==> src/hw/rtl/bpd_pkg.sv <==
// ----------------------------------------------------------------------------
// bpd_pkg
// Types, constants and the keyword ROM of the BASIC program detokenizer.
// ----------------------------------------------------------------------------
package bpd_pkg;

  localparam int unsigned BPD_QUEUE_DEPTH = 4;
  localparam int unsigned KW_MAX_LEN      = 9;

  localparam logic [7:0] PREFIX_CE  = 8'hCE;
  localparam logic [7:0] PREFIX_FE  = 8'hFE;
  localparam logic [7:0] TOKEN_BASE = 8'h80;
  localparam logic [15:0] TOKEN_REM = 16'h008F;
  localparam logic [7:0] CHR_QUOTE = 8'h22;
  localparam logic [7:0] CHR_SPACE = 8'h20;
  localparam logic [7:0] CHR_ZERO  = 8'h30;
  localparam logic [7:0] CHR_LF    = 8'h0A;
  localparam logic [7:0] CHR_CR    = 8'h0D;
  localparam logic [16:0] DIV10_RECIP = 17'd52429;

  localparam logic [1:0] CFG_LOAD_ADDRESS = 2'd0;
  localparam logic [1:0] CFG_PROGRAM_SPAN = 2'd1;
  localparam logic [1:0] CFG_OUTPUT_LIMIT = 2'd2;
  localparam logic [1:0] CFG_CRLF_NEWLINE = 2'd3;

  localparam logic [2:0] ERR_NONE     = 3'd0;
  localparam logic [2:0] ERR_SPAN     = 3'd1;
  localparam logic [2:0] ERR_CHAIN    = 3'd2;
  localparam logic [2:0] ERR_TOKEN    = 3'd3;
  localparam logic [2:0] ERR_OVERFLOW = 3'd4;

  typedef enum logic [7:0] {
    CTX_BEGIN   = 8'b0000_0001,
    CTX_LINK_LO = 8'b0000_0010,
    CTX_LINK_HI = 8'b0000_0100,
    CTX_NUM_LO  = 8'b0000_1000,
    CTX_NUM_HI  = 8'b0001_0000,
    CTX_TEXT    = 8'b0010_0000,
    CTX_QUOTE   = 8'b0100_0000,
    CTX_REMARK  = 8'b1000_0000
  } ctx_e;

  typedef enum logic [2:0] {
    KIND_CHAR   = 3'd0,
    KIND_NL     = 3'd1,
    KIND_KW     = 3'd2,
    KIND_NUM    = 3'd3,
    KIND_STATUS = 3'd4
  } kind_e;

  typedef enum logic [2:0] {
    BK_IDLE = 3'b001,
    BK_CONV = 3'b010,
    BK_EMIT = 3'b100
  } back_state_e;

  typedef struct packed {
    kind_e       kind;
    logic [15:0] data;
    logic [2:0]  err;
    logic        done;
    logic [15:0] line;
  } job_t;

  typedef struct packed {
    logic [15:0] load_address;
    logic [15:0] program_span;
    logic [20:0] output_limit;
    logic        crlf_newline;
  } cfg_t;

  // keyword text, right aligned: first character in the highest used byte
  function automatic logic [71:0] kw_rom(input logic [15:0] code);
    logic [71:0] t;
    t = '0;
    case (code)
      16'h0080: t = 72'("end");      16'h0081: t = 72'("for");
      16'h0082: t = 72'("next");     16'h0083: t = 72'("data");
      16'h0084: t = 72'("input#");   16'h0085: t = 72'("input");
      16'h0086: t = 72'("dim");      16'h0087: t = 72'("read");
      16'h0088: t = 72'("let");      16'h0089: t = 72'("goto");
      16'h008A: t = 72'("run");      16'h008B: t = 72'("if");
      16'h008C: t = 72'("restore");  16'h008D: t = 72'("gosub");
      16'h008E: t = 72'("return");   16'h008F: t = 72'("rem");
      16'h0090: t = 72'("stop");     16'h0091: t = 72'("on");
      16'h0092: t = 72'("wait");     16'h0093: t = 72'("load");
      16'h0094: t = 72'("save");     16'h0095: t = 72'("verify");
      16'h0096: t = 72'("def");      16'h0097: t = 72'("poke");
      16'h0098: t = 72'("print#");   16'h0099: t = 72'("print");
      16'h009A: t = 72'("cont");     16'h009B: t = 72'("list");
      16'h009C: t = 72'("clr");      16'h009D: t = 72'("cmd");
      16'h009E: t = 72'("sys");      16'h009F: t = 72'("open");
      16'h00A0: t = 72'("close");    16'h00A1: t = 72'("get");
      16'h00A2: t = 72'("new");      16'h00A3: t = 72'("tab(");
      16'h00A4: t = 72'("to");       16'h00A5: t = 72'("fn");
      16'h00A6: t = 72'("spc(");     16'h00A7: t = 72'("then");
      16'h00A8: t = 72'("not");      16'h00A9: t = 72'("step");
      16'h00AA: t = 72'("+");        16'h00AB: t = 72'("-");
      16'h00AC: t = 72'("*");        16'h00AD: t = 72'("/");
      16'h00AE: t = 72'("^");        16'h00AF: t = 72'("and");
      16'h00B0: t = 72'("or");       16'h00B1: t = 72'(">");
      16'h00B2: t = 72'("=");        16'h00B3: t = 72'("<");
      16'h00B4: t = 72'("sgn");      16'h00B5: t = 72'("int");
      16'h00B6: t = 72'("abs");      16'h00B7: t = 72'("usr");
      16'h00B8: t = 72'("fre");      16'h00B9: t = 72'("pos");
      16'h00BA: t = 72'("sqr");      16'h00BB: t = 72'("rnd");
      16'h00BC: t = 72'("log");      16'h00BD: t = 72'("exp");
      16'h00BE: t = 72'("cos");      16'h00BF: t = 72'("sin");
      16'h00C0: t = 72'("tan");      16'h00C1: t = 72'("atn");
      16'h00C2: t = 72'("peek");     16'h00C3: t = 72'("len");
      16'h00C4: t = 72'("str$");     16'h00C5: t = 72'("val");
      16'h00C6: t = 72'("asc");      16'h00C7: t = 72'("chr$");
      16'h00C8: t = 72'("left$");    16'h00C9: t = 72'("right$");
      16'h00CA: t = 72'("mid$");     16'h00CB: t = 72'("go");
      16'h00CC: t = 72'("rgr");      16'h00CD: t = 72'("rclr");
      16'h00CF: t = 72'("joy");
      16'h00D0: t = 72'("rdot");     16'h00D1: t = 72'("dec");
      16'h00D2: t = 72'("hex$");     16'h00D3: t = 72'("err$");
      16'h00D4: t = 72'("instr");    16'h00D5: t = 72'("else");
      16'h00D6: t = 72'("resume");   16'h00D7: t = 72'("trap");
      16'h00D8: t = 72'("tron");     16'h00D9: t = 72'("troff");
      16'h00DA: t = 72'("sound");    16'h00DB: t = 72'("vol");
      16'h00DC: t = 72'("auto");     16'h00DD: t = 72'("pudef");
      16'h00DE: t = 72'("graphic");  16'h00DF: t = 72'("paint");
      16'h00E0: t = 72'("char");     16'h00E1: t = 72'("box");
      16'h00E2: t = 72'("circle");   16'h00E3: t = 72'("gshape");
      16'h00E4: t = 72'("sshape");   16'h00E5: t = 72'("draw");
      16'h00E6: t = 72'("locate");   16'h00E7: t = 72'("color");
      16'h00E8: t = 72'("scnclr");   16'h00E9: t = 72'("scale");
      16'h00EA: t = 72'("help");     16'h00EB: t = 72'("do");
      16'h00EC: t = 72'("loop");     16'h00ED: t = 72'("exit");
      16'h00EE: t = 72'("directory"); 16'h00EF: t = 72'("dsave");
      16'h00F0: t = 72'("dload");    16'h00F1: t = 72'("header");
      16'h00F2: t = 72'("scratch");  16'h00F3: t = 72'("collect");
      16'h00F4: t = 72'("copy");     16'h00F5: t = 72'("rename");
      16'h00F6: t = 72'("backup");   16'h00F7: t = 72'("delete");
      16'h00F8: t = 72'("renumber"); 16'h00F9: t = 72'("key");
      16'h00FA: t = 72'("monitor");  16'h00FB: t = 72'("using");
      16'h00FC: t = 72'("until");    16'h00FD: t = 72'("while");
      16'hCE02: t = 72'("pot");      16'hCE03: t = 72'("bump");
      16'hCE04: t = 72'("pen");      16'hCE05: t = 72'("rsppos");
      16'hCE06: t = 72'("rsprite");  16'hCE07: t = 72'("rspcolor");
      16'hCE08: t = 72'("xor");      16'hCE09: t = 72'("rwindow");
      16'hCE0A: t = 72'("pointer");
      16'hFE02: t = 72'("bank");     16'hFE03: t = 72'("filter");
      16'hFE04: t = 72'("play");     16'hFE05: t = 72'("tempo");
      16'hFE06: t = 72'("movspr");   16'hFE07: t = 72'("sprite");
      16'hFE08: t = 72'("sprcolor"); 16'hFE09: t = 72'("rreg");
      16'hFE0A: t = 72'("envelope"); 16'hFE0B: t = 72'("sleep");
      16'hFE0C: t = 72'("catalog");  16'hFE0D: t = 72'("dopen");
      16'hFE0E: t = 72'("append");   16'hFE0F: t = 72'("dclose");
      16'hFE10: t = 72'("bsave");    16'hFE11: t = 72'("bload");
      16'hFE12: t = 72'("record");   16'hFE13: t = 72'("concat");
      16'hFE14: t = 72'("dverify");  16'hFE15: t = 72'("dclear");
      16'hFE16: t = 72'("sprsav");   16'hFE17: t = 72'("collision");
      16'hFE18: t = 72'("begin");    16'hFE19: t = 72'("bend");
      16'hFE1A: t = 72'("window");   16'hFE1B: t = 72'("boot");
      16'hFE1C: t = 72'("width");    16'hFE1D: t = 72'("sprdef");
      16'hFE1E: t = 72'("quit");     16'hFE1F: t = 72'("stash");
      16'hFE21: t = 72'("fetch");    16'hFE23: t = 72'("swap");
      16'hFE24: t = 72'("off");      16'hFE25: t = 72'("fast");
      16'hFE26: t = 72'("slow");
      default:  t = '0;
    endcase
    return t;
  endfunction

  // number of characters in a right-aligned keyword, 0 when unassigned
  function automatic logic [3:0] kw_len(input logic [71:0] t);
    logic [3:0] l;
    l = '0;
    for (int k = 0; k < KW_MAX_LEN; k++) begin
      if (t[k*8 +: 8] != 8'd0) l = 4'(k + 1);
    end
    return l;
  endfunction

endpackage

==> src/hw/rtl/bpd_front.sv <==
// ----------------------------------------------------------------------------
// bpd_front
// Parses program bytes: link chaining, line numbers, tokens, quote and REM
// tracking; turns each byte into at most one job for the back end.
// ----------------------------------------------------------------------------
module bpd_front (
  input  logic          clk_i,
  input  logic          rst_ni,
  input  logic          accept_i,
  input  logic [7:0]    byte_i,
  input  bpd_pkg::cfg_t cfg_i,
  output logic          push_o,
  output bpd_pkg::job_t job_o
);
  import bpd_pkg::*;

  ctx_e        ctx_q, ctx_d;
  logic [15:0] link_q, link_d;
  logic [15:0] cur_line_q, cur_line_d;
  logic [15:0] prev_line_q, prev_line_d;
  logic [7:0]  prefix_q, prefix_d;
  logic [16:0] index_q, index_d;
  logic        halt_q, halt_d;
  logic [15:0] here;
  logic [7:0]  c;

  assign here = cfg_i.load_address + index_q[15:0];

  always_comb begin
    ctx_d       = ctx_q;
    link_d      = link_q;
    cur_line_d  = cur_line_q;
    prev_line_d = prev_line_q;
    prefix_d    = prefix_q;
    index_d     = index_q;
    halt_d      = halt_q;
    push_o      = 1'b0;
    job_o       = '{kind: KIND_CHAR, data: '0, err: ERR_NONE, done: 1'b0, line: cur_line_q};
    c           = byte_i;
    if (accept_i && !halt_q) begin
      if (index_q > {1'b0, cfg_i.program_span}) begin
        halt_d     = 1'b1;
        push_o     = 1'b1;
        job_o.kind = KIND_STATUS;
        job_o.err  = ERR_SPAN;
        job_o.line = prev_line_q;
      end else begin
        index_d = index_q + 17'd1;
        case (ctx_q)
          CTX_BEGIN: begin
            link_d = {8'd0, byte_i};
            ctx_d  = CTX_LINK_HI;
          end
          CTX_LINK_LO: begin
            if (link_q != here) begin
              halt_d     = 1'b1;
              push_o     = 1'b1;
              job_o.kind = KIND_STATUS;
              job_o.err  = ERR_CHAIN;
            end else begin
              link_d = {8'd0, byte_i};
              ctx_d  = CTX_LINK_HI;
            end
          end
          CTX_LINK_HI: begin
            link_d = {byte_i, link_q[7:0]};
            if (link_d == 16'd0) begin
              halt_d     = 1'b1;
              push_o     = 1'b1;
              job_o.kind = KIND_STATUS;
              job_o.done = 1'b1;
            end else begin
              ctx_d = CTX_NUM_LO;
            end
          end
          CTX_NUM_LO: begin
            prev_line_d = cur_line_q;
            cur_line_d  = {8'd0, byte_i};
            ctx_d       = CTX_NUM_HI;
          end
          CTX_NUM_HI: begin
            cur_line_d = {byte_i, cur_line_q[7:0]};
            ctx_d      = CTX_TEXT;
            push_o     = 1'b1;
            job_o.kind = KIND_NUM;
            job_o.data = cur_line_d;
            job_o.line = cur_line_d;
          end
          default: begin
            if (ctx_q == CTX_TEXT && (byte_i >= TOKEN_BASE || prefix_q != 8'd0)) begin
              if ((byte_i == PREFIX_CE || byte_i == PREFIX_FE) && prefix_q == 8'd0) begin
                prefix_d = byte_i;
              end else begin
                prefix_d   = 8'd0;
                push_o     = 1'b1;
                job_o.kind = KIND_KW;
                job_o.data = {prefix_q, byte_i};
                if ({prefix_q, byte_i} == TOKEN_REM) ctx_d = CTX_REMARK;
              end
            end else if (byte_i == 8'd0) begin
              ctx_d      = CTX_LINK_LO;
              push_o     = 1'b1;
              job_o.kind = KIND_NL;
            end else begin
              if (byte_i == CHR_QUOTE) begin
                if (ctx_q == CTX_TEXT) ctx_d = CTX_QUOTE;
                else if (ctx_q == CTX_QUOTE) ctx_d = CTX_TEXT;
              end
              // fold letters 0x41-0x5A to lower case and shifted letters to upper case
              if (byte_i >= 8'h41 && byte_i <= 8'h5A) c = byte_i + 8'h20;
              else if (byte_i >= 8'hC1 && byte_i <= 8'hDA) c = byte_i & 8'h7F;
              push_o     = 1'b1;
              job_o.kind = KIND_CHAR;
              job_o.data = {8'd0, c};
            end
          end
        endcase
      end
    end
  end

  always_ff @(posedge clk_i or negedge rst_ni) begin
    if (!rst_ni) begin
      ctx_q       <= CTX_BEGIN;
      link_q      <= '0;
      cur_line_q  <= '1;
      prev_line_q <= '1;
      prefix_q    <= '0;
      index_q     <= '0;
      halt_q      <= 1'b0;
    end else begin
      ctx_q       <= ctx_d;
      link_q      <= link_d;
      cur_line_q  <= cur_line_d;
      prev_line_q <= prev_line_d;
      prefix_q    <= prefix_d;
      index_q     <= index_d;
      halt_q      <= halt_d;
    end
  end

endmodule

==> src/hw/rtl/bpd_queue.sv <==
// ----------------------------------------------------------------------------
// bpd_queue
// Small job queue between the parser and the text expander.
// ----------------------------------------------------------------------------
module bpd_queue #(
  parameter int unsigned Depth = bpd_pkg::BPD_QUEUE_DEPTH
) (
  input  logic          clk_i,
  input  logic          rst_ni,
  input  logic          push_i,
  input  bpd_pkg::job_t job_i,
  input  logic          pop_i,
  output bpd_pkg::job_t job_o,
  output logic          empty_o,
  output logic          full_o
);
  import bpd_pkg::*;

  localparam int unsigned PtrW = (Depth > 1) ? $clog2(Depth) : 1;
  localparam int unsigned CntW = $clog2(Depth + 1);

  job_t            mem_q [Depth];
  logic [PtrW-1:0] wr_q, rd_q;
  logic [CntW-1:0] cnt_q;
  logic            do_push, do_pop;

  assign empty_o = (cnt_q == '0);
  assign full_o  = (cnt_q == CntW'(Depth));
  assign do_push = push_i && !full_o;
  assign do_pop  = pop_i && !empty_o;
  assign job_o   = mem_q[rd_q];

  always_ff @(posedge clk_i) begin
    if (do_push) mem_q[wr_q] <= job_i;
  end

  always_ff @(posedge clk_i or negedge rst_ni) begin
    if (!rst_ni) begin
      wr_q  <= '0;
      rd_q  <= '0;
      cnt_q <= '0;
    end else begin
      if (do_push) wr_q <= (wr_q == PtrW'(Depth - 1)) ? '0 : wr_q + 1'b1;
      if (do_pop)  rd_q <= (rd_q == PtrW'(Depth - 1)) ? '0 : rd_q + 1'b1;
      cnt_q <= cnt_q + CntW'(do_push) - CntW'(do_pop);
    end
  end

endmodule

==> src/hw/rtl/bpd_back.sv <==
// ----------------------------------------------------------------------------
// bpd_back
// Expands jobs into listing characters: line number digits, keywords,
// newlines and status results; enforces the output limit.
// ----------------------------------------------------------------------------
module bpd_back (
  input  logic          clk_i,
  input  logic          rst_ni,
  input  bpd_pkg::cfg_t cfg_i,
  input  bpd_pkg::job_t job_i,
  input  logic          empty_i,
  output logic          pop_o,
  output logic          m_valid_o,
  input  logic          m_ready_i,
  output logic          m_char_valid_o,
  output logic [7:0]    m_char_o,
  output logic          m_last_o,
  output logic          m_done_o,
  output logic [2:0]    m_err_o,
  output logic [15:0]   m_line_o
);
  import bpd_pkg::*;

  back_state_e state_q, state_d;
  logic [7:0]  buf_q [KW_MAX_LEN];
  logic [7:0]  buf_d [KW_MAX_LEN];
  logic [3:0]  idx_q, idx_d;
  logic [2:0]  cnt_q, cnt_d;
  logic [15:0] val_q, val_d;
  logic        stat_q, stat_d;
  logic [2:0]  err_q, err_d;
  logic        done_q, done_d;
  logic [15:0] line_q, line_d;
  logic [20:0] chars_q, chars_d;
  logic        halt_q, halt_d;

  logic        ov_q, ov_d;
  logic        oc_valid_q, oc_valid_d;
  logic [7:0]  oc_q, oc_d;
  logic        ol_q, ol_d;
  logic        od_q, od_d;
  logic [2:0]  oe_q, oe_d;
  logic [15:0] oln_q, oln_d;

  logic        adv;
  logic [71:0] kw_text;
  logic [3:0]  kw_n;
  logic [32:0] prod;
  logic [15:0] quo;
  logic [15:0] rem;

  assign adv     = !ov_q || m_ready_i;
  assign kw_text = kw_rom(job_i.data);
  assign kw_n    = kw_len(kw_text);
  // divide by ten through the reciprocal, exact for 16-bit values
  assign prod    = {17'd0, val_q} * {16'd0, DIV10_RECIP};
  assign quo     = {3'd0, prod[31:19]};
  assign rem     = val_q - ((quo << 3) + (quo << 1));

  always_comb begin
    state_d    = state_q;
    buf_d      = buf_q;
    idx_d      = idx_q;
    cnt_d      = cnt_q;
    val_d      = val_q;
    stat_d     = stat_q;
    err_d      = err_q;
    done_d     = done_q;
    line_d     = line_q;
    chars_d    = chars_q;
    halt_d     = halt_q;
    pop_o      = 1'b0;
    ov_d       = adv ? 1'b0 : ov_q;
    oc_valid_d = oc_valid_q;
    oc_d       = oc_q;
    ol_d       = ol_q;
    od_d       = od_q;
    oe_d       = oe_q;
    oln_d      = oln_q;
    case (state_q)
      BK_IDLE: begin
        if (!empty_i) begin
          pop_o = 1'b1;
          if (!halt_q) begin
            line_d  = job_i.line;
            stat_d  = 1'b0;
            err_d   = ERR_NONE;
            done_d  = 1'b0;
            state_d = BK_EMIT;
            case (job_i.kind)
              KIND_CHAR: begin
                buf_d[0] = job_i.data[7:0];
                idx_d    = 4'd0;
              end
              KIND_NL: begin
                buf_d[0] = CHR_LF;
                buf_d[1] = CHR_CR;
                idx_d    = cfg_i.crlf_newline ? 4'd1 : 4'd0;
              end
              KIND_KW: begin
                if (kw_n == 4'd0) begin
                  stat_d = 1'b1;
                  err_d  = ERR_TOKEN;
                end else begin
                  for (int k = 0; k < KW_MAX_LEN; k++) buf_d[k] = kw_text[k*8 +: 8];
                  idx_d = kw_n - 4'd1;
                end
              end
              KIND_NUM: begin
                buf_d[0] = CHR_SPACE;
                val_d    = job_i.data;
                cnt_d    = 3'd0;
                idx_d    = 4'd5;
                state_d  = BK_CONV;
              end
              KIND_STATUS: begin
                stat_d = 1'b1;
                err_d  = job_i.err;
                done_d = job_i.done;
              end
              default: begin
                stat_d = 1'b1;
              end
            endcase
          end
        end
      end
      BK_CONV: begin
        // digits from the units column up; leading zeros become blanks
        buf_d[4'(cnt_q) + 4'd1] = (val_q == 16'd0 && cnt_q != 3'd0) ?
                                  CHR_SPACE : CHR_ZERO + rem[7:0];
        val_d = quo;
        cnt_d = cnt_q + 3'd1;
        if (cnt_q == 3'd4) state_d = BK_EMIT;
      end
      BK_EMIT: begin
        if (adv) begin
          ov_d  = 1'b1;
          oln_d = line_q;
          od_d  = 1'b0;
          if (stat_q || chars_q >= cfg_i.output_limit) begin
            oc_valid_d = 1'b0;
            oc_d       = 8'd0;
            ol_d       = 1'b1;
            od_d       = stat_q & done_q;
            oe_d       = stat_q ? err_q : ERR_OVERFLOW;
            halt_d     = 1'b1;
            state_d    = BK_IDLE;
          end else begin
            oc_valid_d = 1'b1;
            oc_d       = buf_q[idx_q];
            ol_d       = (idx_q == 4'd0);
            oe_d       = ERR_NONE;
            chars_d    = chars_q + 21'd1;
            idx_d      = idx_q - 4'd1;
            if (idx_q == 4'd0) state_d = BK_IDLE;
          end
        end
      end
      default: state_d = BK_IDLE;
    endcase
  end

  always_ff @(posedge clk_i) begin
    buf_q  <= buf_d;
    idx_q  <= idx_d;
    cnt_q  <= cnt_d;
    val_q  <= val_d;
    stat_q <= stat_d;
    err_q  <= err_d;
    done_q <= done_d;
    line_q <= line_d;
    oc_valid_q <= oc_valid_d;
    oc_q   <= oc_d;
    ol_q   <= ol_d;
    od_q   <= od_d;
    oe_q   <= oe_d;
    oln_q  <= oln_d;
  end

  always_ff @(posedge clk_i or negedge rst_ni) begin
    if (!rst_ni) begin
      state_q <= BK_IDLE;
      chars_q <= '0;
      halt_q  <= 1'b0;
      ov_q    <= 1'b0;
    end else begin
      state_q <= state_d;
      chars_q <= chars_d;
      halt_q  <= halt_d;
      ov_q    <= ov_d;
    end
  end

  assign m_valid_o      = ov_q;
  assign m_char_valid_o = oc_valid_q;
  assign m_char_o       = oc_q;
  assign m_last_o       = ol_q;
  assign m_done_o       = od_q;
  assign m_err_o        = oe_q;
  assign m_line_o       = oln_q;

endmodule

==> src/hw/rtl/basic_program_detokenizer_unit.sv <==
// ----------------------------------------------------------------------------
// basic_program_detokenizer_unit
// Turns a tokenized BASIC 10 program image into listing text.
// ----------------------------------------------------------------------------
// Program bytes enter on the slave stream, one byte per transfer. Listing
// characters leave on the master stream; tuser high marks a character,
// tuser low a status result (error code or program end), and tlast marks the
// final result caused by one input byte. Bytes that print nothing (link
// bytes, low line-number byte, token prefix) give no result unless they end
// the program or raise an error. The parser takes one byte per cycle into a
// job queue while the queue has room; the expander finishes each job before
// it takes the next, converting a line number to digits before it emits the
// characters. The expander is the limit: when it falls behind or the
// receiver stalls, the queue fills and then tready drops. After an error or
// the end of the program the block swallows every further byte without
// output until reset. Reset restores the register defaults and the start of
// program state; the user must make configuration writes only while the
// block is idle, and the block itself does not enforce it.
// ----------------------------------------------------------------------------
module basic_program_detokenizer_unit #(
  parameter int unsigned QueueDepth = bpd_pkg::BPD_QUEUE_DEPTH
) (
  input  logic        clk_i,
  input  logic        rst_ni,
  input  logic        s_axis_tvalid_i,
  output logic        s_axis_tready_o,
  input  logic [7:0]  s_axis_tdata_i,   // [7:0] prg_byte
  output logic        m_axis_tvalid_o,
  input  logic        m_axis_tready_i,
  output logic [31:0] m_axis_tdata_o,   // [7:0] text_char, [8] program_done,
                                        // [11:9] error_code, [27:12] line_number
  output logic        m_axis_tuser_o,   // [0] char_valid
  output logic        m_axis_tlast_o,
  input  logic        cfg_we_i,
  input  logic [1:0]  cfg_idx_i,
  input  logic [20:0] cfg_data_i
);
  import bpd_pkg::*;

  cfg_t        cfg_q;
  job_t        push_job, head_job;
  logic        push, pop, empty, full;
  logic        ch_valid, last, done;
  logic [7:0]  ch;
  logic [2:0]  err;
  logic [15:0] line;

  always_ff @(posedge clk_i or negedge rst_ni) begin
    if (!rst_ni) begin
      cfg_q.load_address <= 16'd8193;
      cfg_q.program_span <= 16'hFFFF;
      cfg_q.output_limit <= 21'd1048576;
      cfg_q.crlf_newline <= 1'b0;
    end else if (cfg_we_i) begin
      case (cfg_idx_i)
        CFG_LOAD_ADDRESS: cfg_q.load_address <= cfg_data_i[15:0];
        CFG_PROGRAM_SPAN: cfg_q.program_span <= cfg_data_i[15:0];
        CFG_OUTPUT_LIMIT: cfg_q.output_limit <= cfg_data_i;
        CFG_CRLF_NEWLINE: cfg_q.crlf_newline <= cfg_data_i[0];
        default: ;
      endcase
    end
  end

  assign s_axis_tready_o = !full;

  bpd_front u_front (
    .clk_i    (clk_i),
    .rst_ni   (rst_ni),
    .accept_i (s_axis_tvalid_i && s_axis_tready_o),
    .byte_i   (s_axis_tdata_i),
    .cfg_i    (cfg_q),
    .push_o   (push),
    .job_o    (push_job)
  );

  bpd_queue #(.Depth(QueueDepth)) u_queue (
    .clk_i   (clk_i),
    .rst_ni  (rst_ni),
    .push_i  (push),
    .job_i   (push_job),
    .pop_i   (pop),
    .job_o   (head_job),
    .empty_o (empty),
    .full_o  (full)
  );

  bpd_back u_back (
    .clk_i          (clk_i),
    .rst_ni         (rst_ni),
    .cfg_i          (cfg_q),
    .job_i          (head_job),
    .empty_i        (empty),
    .pop_o          (pop),
    .m_valid_o      (m_axis_tvalid_o),
    .m_ready_i      (m_axis_tready_i),
    .m_char_valid_o (ch_valid),
    .m_char_o       (ch),
    .m_last_o       (last),
    .m_done_o       (done),
    .m_err_o        (err),
    .m_line_o       (line)
  );

  assign m_axis_tdata_o = {4'd0, line, err, done, ch};
  assign m_axis_tuser_o = ch_valid;
  assign m_axis_tlast_o = last;

endmodule

==> config.mk <==
export PLATFORM = sky130hd
export DESIGN_NAME = basic_program_detokenizer_unit
export DESIGN_NICKNAME = d
export VERILOG_FILES = /design/src/hw/rtl/bpd_pkg.sv /design/src/hw/rtl/bpd_front.sv /design/src/hw/rtl/bpd_queue.sv /design/src/hw/rtl/bpd_back.sv /design/src/hw/rtl/basic_program_detokenizer_unit.sv
export SDC_FILE = /design/constraint.sdc
export NUM_CORES = 1
export LEC_CHECK = 0
export BUFFER_PORTS_ARGS = -buffer_cell sky130_fd_sc_hd__clkbuf_2
export CORE_UTILIZATION = 40
export DETAILED_ROUTE_END_ITERATION = 10
export GPL_TIMING_DRIVEN = 0
export PLACE_DENSITY = 0.61
export SLEW_MARGIN = 20
export SYNTH_ARGS = -nofsm -noshare
export SYNTH_HDL_FRONTEND = slang
export SYNTH_SLANG_ARGS = --single-unit
==> constraint.sdc <==
create_clock -name clk_i -period 10 [get_ports clk_i]
set_input_delay 1.5 -clock clk_i [delete_from_list [all_inputs] [get_ports clk_i]]
set_output_delay 1.5 -clock clk_i [all_outputs]
set_load 0.05 [all_outputs]
==> results of run 1 <==
## layer usage
metal,GRT usage,vias up,routed length (µm)
li1,-,12600,-
met1,0.522,15100,68600
met2,0.545,1857,67200
met3,0.122,542,18600
met4,0.229,12,12000
met5,0,-,79
## registers in the layout (all words and copies together), names as in the netlist, 2 cells and up, named ones only
signal and flops:
u_queue.mem_q 152, u_back.buf_q 72, cfg_q 54, u_back.chars_q 21, u_front.index_q 17, u_back.line_q 16
u_back.m_line_o 16, u_back.val_q 16, u_front.cur_line_q 16, u_front.link_q 16, u_front.prev_line_q 16, u_back.m_char_o 8
u_front.ctx_q 8, u_front.prefix_q 8, u_back.idx_q 4, u_back.cnt_q 3, u_back.m_err_o 3, u_back.state_q 3
u_queue.cnt_q 3, u_back.err_q 2, u_queue.rd_q 2, u_queue.wr_q 2
## cell type report
| type | count | share of cell area |
|---|---|---|
| multi-input combinational | 2379 | 0.494 |
| sequential | 466 | 0.354 |
| clock buffer | 70 | 0.0383 |
| tap | 1070 | 0.0358 |
| buffer | 221 | 0.0274 |
| inverter | 249 | 0.0250 |
| timing repair buffer | 89 | 0.0175 |
| clock inverter | 26 | 0.00800 |
| antenna | 9 | 0.000603 |
## worst min path at each step
stage,slack [ns],cells after the start,endpoint,from
2_1_floorplan,0.40,0,u_back.m_line_o[0]$_DFFE_PP_,u_back.line_q[0]$_DFFE_PP_
3_3_place_gp,0.40,0,u_back.m_line_o[1]$_DFFE_PP_,u_back.line_q[1]$_DFFE_PP_
4_1_cts,0.42,0,u_back.m_line_o[7]$_DFFE_PP_,u_back.line_q[7]$_DFFE_PP_
6_report,0.42,0,u_back.m_line_o[7]$_DFFE_PP_,u_back.line_q[7]$_DFFE_PP_
5_1_grt,0.43,0,u_back.m_line_o[10]$_DFFE_PP_,u_back.line_q[10]$_DFFE_PP_
3_5_place_dp,0.41,0,u_back.m_line_o[2]$_DFFE_PP_,u_back.line_q[2]$_DFFE_PP_
## cells in the final DEF (no fill, tap or decap), types with 71 or more instances in the layout
cell / synthesis / final
edfxtp_1: 297 / 297
nand2_1: 265 / 265
inv_1: 249 / 249
ha_1: 221 / 221
o21ai_0: 214 / 212
nor2_1: 211 / 202
a21oi_1: 176 / 174
clkbuf_1: 123 / 128
dfrtp_1: 116 / 116
mux2_2: 101 / 101
nand3_1: 98 / 98
o22ai_1: 96 / 95
fa_1: 87 / 87
nor3_1: 91 / 85
clkbuf_2: 1 / 74
xnor2_1: 72 / 71
## stage by stage
step / cell area [µm²] / setup slack, ns / cells / utilization / hold slack (ns)
finish: 37400 / 0.958 / 4579 / 0.454 / 0.424
global route: 37300 / 0.462 / 4570 / 0.453 / 0.429
CTS: 37300 / 0.993 / 4570 / 0.453 / 0.423
detailed placement: 35600 / 1.01 / 4474 / 0.432 / 0.408
global placement: 35100 / 1.08 / 4451 / 0.426 / 0.403
floorplan: 33500 / 2.11 / 3315 / - / 0.400
## worst max-delay path: cells and delay by family (launching register included)
kind                       cells  cell delay [ns]
adders and majority gates     10             4.37
AOI/OAI and AO/OA              7             1.57
and+or+nand+nor                4             0.79
buffers and inverters          8             0.78
DFF                            1             0.65
xor gates and xnor gates       3             0.64
## kinds of logic after synthesis
group | after synthesis
simple gates | 957
compound gates | 831
buf+inv | 470
flops | 466
fa+ha+maj | 308
mux | 178
xor+xnor | 101
other cells | 1
==> flow_summary_export.csv, run 1 <==
group,metric,value,unit
critical_path,worst_setup_path_start_kind,"flop",
timing,period_needed,9.04,ns
final_layout,regArea,0.0132,mm²
synth,synth_top_area_cell,"edfxtp_1",
detailed_routing,wl,167000,µm
timing,worst_pin_slew,1.27,ns
clock_tree,clock-sinks,466,
floorplan,fp.dieArea,0.0848,mm²
detailed_routing,drc,0,
timing,fin_skew,0.0533,ns
timing,max_freq,111,MHz
clock_tree,cts_tree,"built",
placed_design,place_congestion,1.09,
synth,ys_seq_area_frac,0.395,
synth,synth-main-ff-cell,"edfxtp_1",
clock_tree,clock_latency,0.63,ns
synth,synth_top_area_frac,0.267,
synth,synthMuxAreaShare,0.0776,
global_routing,grtUsageTotal,0.388,
detailed_routing,drt_iter0_markers,3855,
detailed_routing,firstDrtPassIters,7,
timing,min_period_over_period,0.904,
synth,ys_ff_latch,466,
critical_path,cpMostUsedCell,"inv_1",
clock_tree,clk_pin_slew,0.06,ns
floorplan,fp.coreArea,0.0824,mm²
timing,rsz0062_at_grt,"false",
critical_path,cp-end-kind,"flop",
critical_path,setup.worst_path.end,"u_back.buf_q[71]$_DFFE_PP_",
synth,synth_top_family_by_area,"compound AO/OA/AOI/OAI gates",
flow_run,max_cap_violations,0,
global_routing,grt_max_degree,92,
floorplan,ios,72,
detailed_routing,ant_nets,0,
global_routing,antenna_found_initial,15,
clock_tree,root_buffer,"clkbuf_16",
synth,synth-xor-area-share,0.0273,
synth,synth_area_leaders,"edfxtp_1 27%, dfrtp_1 8.7%, ha_1 8.3%",
clock_tree,ctsResizeCount,0,
final_layout,nets,3802,
clock_tree,cts_inserted_buffers,52,
global_routing,grt-ovfl-total,0,
placed_design,hpwl,127000,µm
floorplan,fp-row-count,105,
synth,syn_inst,3312,
placed_design,io_buffer_count,66,
critical_path,critical_path_required,10.39,ns
critical_path,slowest_stage,"edfxtp_1",
timing,slew_violations,0,
critical_path,r2r_slack,0.96,ns
floorplan,die_width,291,µm
final_layout,multi_input_area,0.0185,mm²
synth,synth_edf_count,297,
final_layout,drive_gt1_frac,0.156,
floorplan,die_h,291,µm
critical_path,arrival,9.43,ns
global_routing,grt_pass1_vias,29300,
critical_path,reg2reg_from,"u_back.val_q[7]$_DFFE_PP_",
timing,relSlewSlack,0.150,
critical_path,max_stage_delay,0.65,ns
critical_path,r2r_cells,32,
run_status,outcome,"finished clean",
detailed_routing,vias,30100,
synth,ys_warn_count,0,
clock_tree,cts_setup_buffers,0,
critical_path,r2r_end,"u_back.buf_q[71]$_DFFE_PP_",
synth,synth.most_common_cell,"edfxtp_1",
synth,synth-simple-area-share,0.147,
clock_tree,htreeDepth,2,
min_path,hold_path.class,"reg2reg",
critical_path,cp-startpoint,"u_back.val_q[7]$_DFFE_PP_",
synth,synth_adder_area_share,0.135,
final_layout,n_fill_cell,7849,
critical_path,crit_fanout,9,
floorplan,initial_core_util,0.406,
timing,setup_tns,0,ns
global_routing,grt_pass1_wl,230000,µm
critical_path,crit_type,"reg2reg",
timing,setup_viol,0,
synth,async_reset_ff_frac,0.363,
synth,yosysUniqueCellTypes,110,
clock_tree,clock_path_buffers,3,
synth,syn_area_per_cell,10.1,µm²
synth,synth-compound-area-share,0.160,
final_layout,area_growth,11.8,%
timing,finalHoldViolCount,0,
detailed_routing,routedWlPerCell,36.4,µm
synth,synthTopCellsByCount,"297 x edfxtp_1, 265 x nand2_1, 249 x inv_1",
clock_tree,hold_buffers,0,
detailed_routing,avgViaCountPerCell,6.57,
synth,synth_area,0.0334,mm²
Power of run 1 is left out: the tool's default activity adds up to more than one toggle a clock period on the data nets, which glitch-free logic cannot reach.
==> run 2, diff against run 1 <==
--- a/config.mk
+++ b/config.mk
@@ -9,7 +9,7 @@
 export CORE_UTILIZATION = 40
 export DETAILED_ROUTE_END_ITERATION = 10
 export GPL_TIMING_DRIVEN = 0
-export PLACE_DENSITY = 0.61
+export MAX_ROUTING_LAYER = met4
 export SLEW_MARGIN = 20
 export SYNTH_ARGS = -nofsm -noshare
 export SYNTH_HDL_FRONTEND = slang
==> run 2 against run 1 <==
Cell count hardly changed. Setup slack lost 0.045 ns. Sequential share of layout area rose by 0.065 points. Non-clock buffer count unchanged. Worst hold slack worse by 0.0054 ns. Clock skew is 0.0022 ns lower. Wire length is 0.23% higher. Core utilization down 0.084 points. Global-route usage grew 1.4 points. Critical path depth unchanged.
==> flow_summary_export.csv, run 2 (synthesis gave the netlist of run 1 again) <==
group,metric,value,unit
final_layout,top_regs,"u_queue.mem_q (152), u_back.buf_q (72), cfg_q (54)",
global_routing,grtUsageTotal,0.402,
flow_run,max_cap_violations,0,
final_layout,layout_common_cells,"297 x edfxtp_1, 265 x nand2_1, 249 x inv_1, 221 x ha_1, 211 x o21ai_0",
critical_path,r2r_cells,32,
final_layout,layout_commonest_cell,"edfxtp_1",
global_routing,grt-ovfl-total,0,
critical_path,reg2reg_from,"u_back.val_q[7]$_DFFE_PP_",
global_routing,grt_pass1_wl,232000,µm
critical_path,slowest_stage,"edfxtp_1",
global_routing,use_met1,0.541,
clock_tree,clock_latency,0.64,ns
floorplan,die_h,291,µm
detailed_routing,ant_nets,0,
timing,worst_pin_slew,1.39,ns
clock_tree,cts_tree,"built",
clock_tree,clock-sinks,466,
detailed_routing,drc,0,
timing,min_period_over_period,0.909,
clock_tree,root_buffer,"clkbuf_16",
clock_tree,hold_buffers,0,
critical_path,cp-startpoint,"u_back.val_q[7]$_DFFE_PP_",
floorplan,ios,72,
floorplan,initial_core_util,0.406,
detailed_routing,avgViaCountPerCell,6.61,
critical_path,setup.worst_path.end,"u_back.buf_q[71]$_DFFE_PP_",
global_routing,met3_usage,0.0959,
clock_tree,htreeDepth,2,
clock_tree,cts_setup_buffers,0,
critical_path,cpMostUsedCell,"inv_1",
run_status,outcome,"finished clean",
timing,rsz0062_at_grt,"false",
critical_path,r2r_end,"u_back.buf_q[71]$_DFFE_PP_",
min_path,hold_path.class,"reg2reg",
final_layout,drive_gt1_frac,0.155,
timing,period_needed,9.09,ns
final_layout,multi_input_area,0.0184,mm²
final_layout,area_growth,11.6,%
timing,setup_viol,0,
global_routing,grt_max_degree,93,
final_layout,nets,3801,
placed_design,io_buffer_count,66,
floorplan,fp-row-count,105,
global_routing,grt_pass1_vias,29300,
detailed_routing,vias,30300,
global_routing,use_met2,0.561,
final_layout,largest_reg_flops,152,
critical_path,worst_setup_path_start_kind,"flop",
detailed_routing,drt_iter0_markers,4046,
critical_path,crit_fanout,9,
placed_design,place_congestion,1.11,
floorplan,fp.coreArea,0.0824,mm²
global_routing,antenna_found_initial,12,
global_routing,grt-busiest-layer,"met2",
detailed_routing,wl,167000,µm
clock_tree,clock_path_buffers,3,
clock_tree,cts_inserted_buffers,51,
timing,max_freq,110,MHz
clock_tree,ctsResizeCount,0,
timing,setup_tns,0,ns
floorplan,die_width,291,µm
clock_tree,clk_pin_slew,0.06,ns
timing,slew_violations,0,
final_layout,largest-register,"u_queue.mem_q",
critical_path,max_stage_delay,0.63,ns
final_layout,n_fill_cell,7882,
timing,fin_skew,0.0510,ns
final_layout,regArea,0.0132,mm²
critical_path,r2r_slack,0.91,ns
timing,finalHoldViolCount,0,
floorplan,fp.dieArea,0.0848,mm²
critical_path,crit_type,"reg2reg",
critical_path,critical_path_required,10.34,ns
detailed_routing,firstDrtPassIters,7,
detailed_routing,routedWlPerCell,36.5,µm
timing,relSlewSlack,0.0758,
critical_path,arrival,9.43,ns
critical_path,cp-end-kind,"flop",
placed_design,hpwl,127000,µm
[run 2: cell count changes in the layout (fill, tap and decap cells not counted), sizes merged]
| cell | change |
|---|---|
| diode | +1 |
| clkinv | +4 |
| inv | -2 |
| bufinv | -2 |
| clkbuf | -5 |
| clkinvlp | +2 |
[run 2: final cells by class]
class                      count  area share
buffer                       221      0.0274
clock buffer                  65      0.0367
timing repair buffer          89      0.0182
antenna                       10    0.000671
tap                         1070      0.0359
clock inverter                28     0.00741
sequential                   466       0.354
multi-input combinational   2379       0.494
inverter                     249      0.0251
[run 2: worst min path at each step]
stage,end,slack (ns),startpoint,cells after the start
floorplan,u_back.m_line_o[0]$_DFFE_PP_,0.40,u_back.line_q[0]$_DFFE_PP_,0
global placement,u_back.m_line_o[1]$_DFFE_PP_,0.40,u_back.line_q[1]$_DFFE_PP_,0
detailed placement,u_back.m_line_o[0]$_DFFE_PP_,0.41,u_back.line_q[0]$_DFFE_PP_,0
CTS,u_back.m_line_o[0]$_DFFE_PP_,0.42,u_back.line_q[0]$_DFFE_PP_,0
global route,u_back.m_line_o[10]$_DFFE_PP_,0.42,u_back.line_q[10]$_DFFE_PP_,0
finish,u_back.m_line_o[0]$_DFFE_PP_,0.42,u_back.line_q[0]$_DFFE_PP_,0
[run 2: worst max-delay path, delay by kind of cell, from the launching register on]
family / cells / cell delay (ns)
compound gates: 7 / 1.55
xor+xnor: 3 / 0.65
fa+ha+maj: 10 / 4.38
buf+inv: 8 / 0.78
flops: 1 / 0.63
simple gates: 4 / 0.81
[run 2: layer usage]
metal / vias to the layer above / wire (µm)
met2: 1877 / 69500
met1: 15300 / 69900
li1: 12600 / -
met4: 0 / 10200
met3: 490 / 17300
met5: - / 0
[run 2: through the flow]
step,setup WS [ns],util,cells,cell area (µm²),hold slack (ns)
4_1_cts,0.943,0.452,4566,37200,0.419
6_report,0.913,0.453,4577,37300,0.418
3_5_place_dp,1.01,0.432,4473,35600,0.405
5_1_grt,0.447,0.453,4575,37300,0.423
2_1_floorplan,2.11,-,3315,33500,0.400
3_3_place_gp,1.06,0.426,4451,35100,0.405
Power of run 2 is left out for the same reason.
